`src/design/sbnr_pkg.sv`:
```
// Shared types, constants and direction tables for the small blob noise removal core.
package sbnr_pkg;

   localparam int DEF_MAX_WIDTH  = 256;
   localparam int DEF_MAX_HEIGHT = 256;
   localparam int DEF_MAX_RUN    = 25;

   localparam int CSR_DATA_W  = 9;
   localparam int CSR_INDEX_W = 2;
   localparam int NUM_DIRS    = 8;

   localparam logic [7:0] WHITE = 8'd255;

   localparam logic CMD_LOAD  = 1'b0;
   localparam logic CMD_QUERY = 1'b1;

   typedef enum logic [CSR_INDEX_W-1:0] {
      CSR_IMAGE_WIDTH  = 2'd0,
      CSR_IMAGE_HEIGHT = 2'd1,
      CSR_MIN_SIZE     = 2'd2
   } csr_index_type;

   typedef enum logic [1:0] {
      TOP_IDLE,
      TOP_DIV,
      TOP_WALK,
      TOP_HOLD
   } top_state_type;

   typedef enum logic [3:0] {
      W_INIT,
      W_IDLE,
      W_SADDR,
      W_SREAD,
      W_NEXT,
      W_ADDR,
      W_CHECK,
      W_CLEAR,
      W_DONE
   } walk_state_type;

   typedef struct packed {
      logic       ready;
      logic       done;
      logic       keep;
      logic [7:0] start_pixel;
   } walk_status_type;

   // Neighbor order: up, up-left, left, down-left, down, down-right, right, up-right.
   function automatic logic signed [1:0] step_dx(input logic [2:0] dir);
      logic signed [1:0] r;
      case (dir)
         3'd1, 3'd2, 3'd3: r = -2'sd1;
         3'd5, 3'd6, 3'd7: r = 2'sd1;
         default:          r = 2'sd0;
      endcase
      return r;
   endfunction

   function automatic logic signed [1:0] step_dy(input logic [2:0] dir);
      logic signed [1:0] r;
      case (dir)
         3'd0, 3'd1, 3'd7: r = -2'sd1;
         3'd3, 3'd4, 3'd5: r = 2'sd1;
         default:          r = 2'sd0;
      endcase
      return r;
   endfunction

endpackage

```
`src/design/sbnr_divider.sv`:
```
// Restoring divider, one quotient bit per cycle: splits a raster index into row and column.
module sbnr_divider #(
   parameter int MAX_WIDTH  = sbnr_pkg::DEF_MAX_WIDTH,
   parameter int MAX_HEIGHT = sbnr_pkg::DEF_MAX_HEIGHT
) (
   input  logic                                   clock,
   input  logic                                   reset,
   input  logic                                   start,
   input  logic [$clog2(MAX_WIDTH*MAX_HEIGHT)-1:0] dividend,
   input  logic [$clog2(MAX_WIDTH+1)-1:0]         divisor,
   output logic                                   done,
   output logic [$clog2(MAX_WIDTH*MAX_HEIGHT)-1:0] quotient,
   output logic [$clog2(MAX_WIDTH+1)-1:0]         remainder
);
   localparam int AW = $clog2(MAX_WIDTH*MAX_HEIGHT);
   localparam int WW = $clog2(MAX_WIDTH+1);
   localparam int CW = $clog2(AW+1);

   logic          busy_ff;
   logic          done_ff;
   logic [CW-1:0] cnt_ff;
   logic [AW-1:0] num_ff;
   logic [AW-1:0] quo_ff;
   logic [WW-1:0] rem_ff;
   logic [WW:0]   trial;
   logic          fits;

   assign trial = {rem_ff, num_ff[AW-1]};
   assign fits  = trial >= {1'b0, divisor};

   always_ff @(posedge clock) begin
      if (reset) begin
         busy_ff <= 1'b0;
         done_ff <= 1'b0;
         cnt_ff  <= '0;
      end else begin
         done_ff <= 1'b0;
         if (start) begin
            busy_ff <= 1'b1;
            cnt_ff  <= CW'(AW);
         end else if (busy_ff) begin
            cnt_ff <= cnt_ff - CW'(1);
            if (cnt_ff == CW'(1)) begin
               busy_ff <= 1'b0;
               done_ff <= 1'b1;
            end
         end
      end
   end

   always_ff @(posedge clock) begin
      if (start) begin
         num_ff <= dividend;
         quo_ff <= '0;
         rem_ff <= '0;
      end else if (busy_ff) begin
         num_ff <= {num_ff[AW-2:0], 1'b0};
         quo_ff <= {quo_ff[AW-2:0], fits};
         rem_ff <= fits ? WW'(trial - {1'b0, divisor}) : WW'(trial);
      end
   end

   assign done      = done_ff;
   assign quotient  = quo_ff;
   assign remainder = rem_ff;

endmodule

```
`config.mk`:
```
export PLATFORM = sky130hd
export DESIGN_NAME = sbnr_divider
export DESIGN_NICKNAME = d
export VERILOG_FILES = /design/src/design/sbnr_pkg.sv /design/src/design/sbnr_divider.sv
export SDC_FILE = /design/constraint.sdc
export NUM_CORES = 1
export LEC_CHECK = 0
export BUFFER_PORTS_ARGS = -buffer_cell sky130_fd_sc_hd__buf_4
export CAP_MARGIN = 20
export CORE_MARGIN = 8
export CORE_UTILIZATION = 50
export CTS_BUF_LIST = sky130_fd_sc_hd__clkbuf_4 sky130_fd_sc_hd__clkbuf_8
export DETAILED_ROUTE_END_ITERATION = 10
export MAX_ROUTING_LAYER = met4
export PLACE_DENSITY = 0.88
export SLEW_MARGIN = 20
export SYNTH_ARGS = -nofsm -noshare
export SYNTH_HDL_FRONTEND = slang
export SYNTH_SLANG_ARGS = --single-unit
```
`constraint.sdc`:
```
create_clock -name clock -period 2.2 [get_ports clock]
set_input_delay 0.11 -clock clock [delete_from_list [all_inputs] [get_ports clock]]
set_output_delay 0.11 -clock clock [all_outputs]
set_load 0.03 [all_outputs]
```
**After elaboration in Yosys (flattened, before gate mapping)**

Cells that the tools add are included.

- Register bits: 48
- Bits of input ports: 28
- Output and inout bits: 26
- Logic and storage cells: 24

- $add $sub $neg: 2
- $lt $le $gt $ge: 1
- Equal/unequal tests: 1
- Muxes and demuxes: 9
- Bitwise operators: 1
- Reduce and logical (&&, ||, !) cells: 3

Operators by type and width:

| kind | number |
|---|---|
| two-way mux 16 bit | 2 |
| greater-or-equal comparator 10 x 9 -> 1 bit | 1 |
| two-way mux 5 bit | 2 |
| two-way mux 9 bit | 1 |
| subtractor 9 bit | 1 |
| equality test 5 x 1 -> 1 bit, second input constant | 1 |
| subtractor 5 x 1 -> 5 bit, second input constant | 1 |
| two-way mux 1 bit | 4 |
| OR reduction 3 bit | 1 |
| nonzero test 2 bit | 1 |
| OR reduction 2 bit | 1 |
| NOT 1 bit | 1 |

**Longest topological paths before layout**

- Depth in word-level cells: 4
- Depth in mapped cells: 9
- Gate-level depth less buffers: 9

**Least setup slack after synthesis**

Ideal clock, no wire load.

- Path type: flip-flop to flip-flop
- Start: register num_ff[15]
- End: register rem_ff[8], in the netlist remainder[8]
- Library setup time: 88 ps
- Arrival time: 2148 ps
- Required time: 2112 ps
- Path slack: -37 ps
- Cell stages (with the launch flop): 10
- Buffers on the path: 0
- Clock period less this slack: 2237 ps
- Cells stage by stage: edfxtp_1 -> inv_1 -> ha_1 -> inv_1 -> fa_1 -> a211oi_1 -> o21a_1 -> o211a_2 -> nand2_1 -> a311oi_2

- Longest elaborated chain between the ends: 2
- Elaborated cells between the ends (all ways): 3
- Those cells by class: add/sub (1); order compare (1); mux (1)

Ends and longest elaborated chain:

| what | RTL line | RTL |
|---|---|---|
| start: declaration | sbnr_divider.sv:22 | `logic [AW-1:0] num_ff;` |
| start signal: assignment | sbnr_divider.sv:53 | `num_ff <= dividend;` |
| start signal: assignment | sbnr_divider.sv:57 | `num_ff <= {num_ff[AW-2:0], 1'b0};` |
| subtractor 9 bit or greater-or-equal comparator 10 x 9 -> 1 bit (tied branches) | sbnr_divider.sv:59, sbnr_divider.sv:29 |  |
| two-way mux 9 bit * | sbnr_divider.sv:59 | `rem_ff <= fits ? WW'(trial - {1'b0, divisor}) : WW'(trial);` |
| end signal: assignment | sbnr_divider.sv:59 |  |
| end: declaration | sbnr_divider.sv:24 | `logic [WW-1:0] rem_ff;` |

Every way passes the cells marked *; elsewhere a longest branch is shown, timed or not.
A chain may end at the register's enable or synchronous reset.

**Worst setup path after layout**

Same ends and word-level chain as after synthesis.

==> flow_metrics.tcl <==
set metrics [dict create \
    status "finished, final reports clean" \
    p_switching_w 0.000621 \
    timing.final.crit_share 0.993 \
    cts_sinks 48 \
    finalSetupViolations 0 \
    hold_viol_final 0 \
    diodes 0 \
    track_usage 0.159 \
    async_flop_share 0 \
    start_kind "flop" \
    power.leakage_nw 1.35 \
    area_delta_synth_final_pct 31.2 \
    p_per_area_nw_per_um2 668 \
    start_util 0.513 \
    numCtsBuffers 5 \
    fp-row-count 25 \
    grt_antenna_before_repair 0 \
    nets 337 \
    yosys-top-cells-count "nor2_1, dfxtp_1, mux2i_1, edfxtp_1, mux2_2" \
    fin_tns_setup_ps 0 \
    antenna_left 0 \
    timing.fmax_mhz 458 \
    setup_slack_ps 15.2 \
    synth_fp_nets 268 \
    clk_latency_ps 300 \
    r2r_setup_slack_ps 20 \
    viasPerCell 5.44 \
    vdd_drop_max_uv 459 \
    critPathArrivalTime_ps 2400 \
    drcViolationCount 0 \
    yosysMostFrequentCell "nor2_1" \
    ios 54 \
    grt_pass1_vias 1918 \
    die-area_um2 7290 \
    portBuffers 53 \
    crit_required_ps 2420 \
    p_int_w 0.00149 \
    synthTopCellsByArea "dfxtp_1, edfxtp_1, mux2i_1" \
    synth_edf_count 16 \
    ys_warn_count 0 \
    p_clk_frac 0.242 \
    synth.top_cell.area_share 0.266 \
    ys_types 41 \
    rsz0062_at_grt "yes" \
    synth.cell_area_um2 2410 \
    synth_flop_cell "dfxtp_1" \
    pwr-share-comb 0.274 \
    cts_tree "done" \
    yosys_register_bits 48 \
    routedWlPerCell_um 15.9 \
    clkTransAtPathRegs_ps 80 \
    yosysSeqAreaShare 0.466 \
    core_area_um2 4690 \
    cp_max_fo 7 \
    synth_area_per_cell_um2 10.6 \
    grt_overflow 0 \
    dpl_cell_area_um2 2980 \
    worst-setup-path-type "reg -> reg" \
    syn_inst 228 \
    grt_start_max_net_pins 50 \
    yosys.area.top_type "dfxtp_1" \
    cts_max_level 2 \
    clk_path_buf_depth 2 \
    wl_mm 5.60 \
    dp_hpwl_mm 3.98 \
    dr.pass1.iters 4 \
    drv_slew 0 \
    relSlewSlack 0.653 \
    hold_path.class "in -> reg" \
    die_x_um 85.4 \
    die_y_um 85.4 \
    place.gp.congestion 0.921 \
    post-place-ws_ps -126 \
    max-cap-violations 0 \
    worstMarginPinSlew_ps 521 \
    grt_pass1_wl_mm 8.99 \
    initialDrtViolationCount 120 \
    drive_gt1_frac 0.393 \
    clock_skew_ps 3.22 \
    end_kind "flop" \
    switching_share 0.295 \
    root_buffer "clkbuf_8" \
    stdcell_area_um2 3160 \
    fin_crit_ps 2180 \
    dr_total_vias 1914 \
    fin_util 0.673 \
    power_frac_seq 0.484 \
]
==> path summary, 6_finish.rpt <==
kind	depth (start not counted)	start	endpoint
hold / removal	2	reset	busy_ff$_SDFF_PP0_
setup reg to reg	9	num_ff[15]$_DFFE_PP_	remainder[8]$_SDFFE_PP0P_
hold reg to reg	2	cnt_ff[1]$_SDFFE_PP0P_	cnt_ff[1]$_SDFFE_PP0P_
setup / recovery	9	num_ff[15]$_DFFE_PP_	remainder[8]$_SDFFE_PP0P_
==> power by group through the flow <==
stage / clock (W) / sequential [W] / combinational [W]
4_1_cts: 0.000526 / 0.00102 / 0.000547
2_1_floorplan: 0 / 0.00106 / 0.000308
5_1_grt: 0.000559 / 0.00103 / 0.000625
6_report: 0.000510 / 0.00102 / 0.000578
3_5_place_dp: 0 / 0.00104 / 0.000525
3_3_place_gp: 0 / 0.00103 / 0.000510
==> worst max-delay path, cell delays in order, from the launching register on <==
cell      delay [ps]
edfxtp_1         380
inv_2             60
ha_4             150
inv_2             50
fa_2             220
a211oi_4          80
o21a_2           260
o211a_4          300
or3_1            390
a311oi_2         230
==> logic make-up after synthesis <==
family | count (synthesis) | share of synthesized area
flip-flops | 48 | 0.466
AO/OA/AOI/OAI | 33 | 0.105
XOR/XNOR | 8 | 0.0291
multiplexers | 37 | 0.162
adder cells (fa/ha/maj) | 12 | 0.0655
buffers and inverters | 25 | 0.0400
AND/OR/NAND/NOR | 65 | 0.133
==> registers in the layout (all words and copies together), names as in the netlist <==
name,count
num_ff,16
quotient,16
remainder,9
cnt_ff,5
busy_ff,1
done,1
==> per-stage QoR <==
step	hold WS (ps)	cells	power, W
finish	14.4	352	0.00211
global route	18.6	352	0.00221
CTS	13.2	351	0.00209
detailed placement	332	341	0.00156
global placement	328	341	0.00154
floorplan	182	228	0.00137
==> area by class of cell <==
type,count,area [µm²]
clock buffer,5,68.8
clock inverter,3,18.8
fill,356,1540
inverter,13,48.8
multi-input combinational,155,1270
sequential,48,1120
tap,54,67.6
timing repair buffer,74,559
==> repair_timing <==
| action | CTS | global route |
|---|---|---|
| buffers inserted | 2 | 1 |
| hold buffers | 0 | 0 |
| endpoints found under the setup margin | 9 | 9 |
| pin swaps | 2 | 13 |
| resized for setup | 6 | 8 |
| gates cloned | 0 | 0 |
==> cell usage in the layout (no fill, tap or decap), drive strengths merged <==
cell / netlist / layout
fa: 1 / 1
a2111oi: 1 / 1
edfxtp: 16 / 16
and4b: 1 / 1
and2: 2 / 2
clkbuf: 6 / 5
nand4b: 1 / 1
nand2b: 3 / 3
o2111ai: 1 / 1
xnor2: 3 / 3
dfxtp: 32 / 32
a21oi: 7 / 7
nor3: 4 / 4
a21o: 1 / 1
clkinv: 0 / 1
o31ai: 2 / 2
or4b: 1 / 1
xor2: 5 / 5
nand2: 8 / 8
a311oi: 4 / 4
nand3b: 2 / 2
o21ai: 1 / 1
a211oi: 8 / 8
or3: 2 / 2
o211ai: 5 / 5
ha: 11 / 11
mux2i: 21 / 21
inv: 13 / 13
or2: 1 / 1
buf: 6 / 74
nor4b: 2 / 2
o211a: 2 / 2
o21a: 1 / 1
clkinvlp: 0 / 2
nor2: 34 / 34
mux2: 16 / 16
nand3: 4 / 4
==> per-layer routing <==
metal / global-route usage / part of all wire / vias to the layer above
met2: 0.264 / 0.50 / 56
met4: 0.0494 / 0.014 / 0
met1: 0.182 / 0.43 / 898
met3: 0.0444 / 0.052 / 10
met5: - / 0 / -
li1: - / - / 950
No activity file was read; power rests on OpenSTA's default activity.
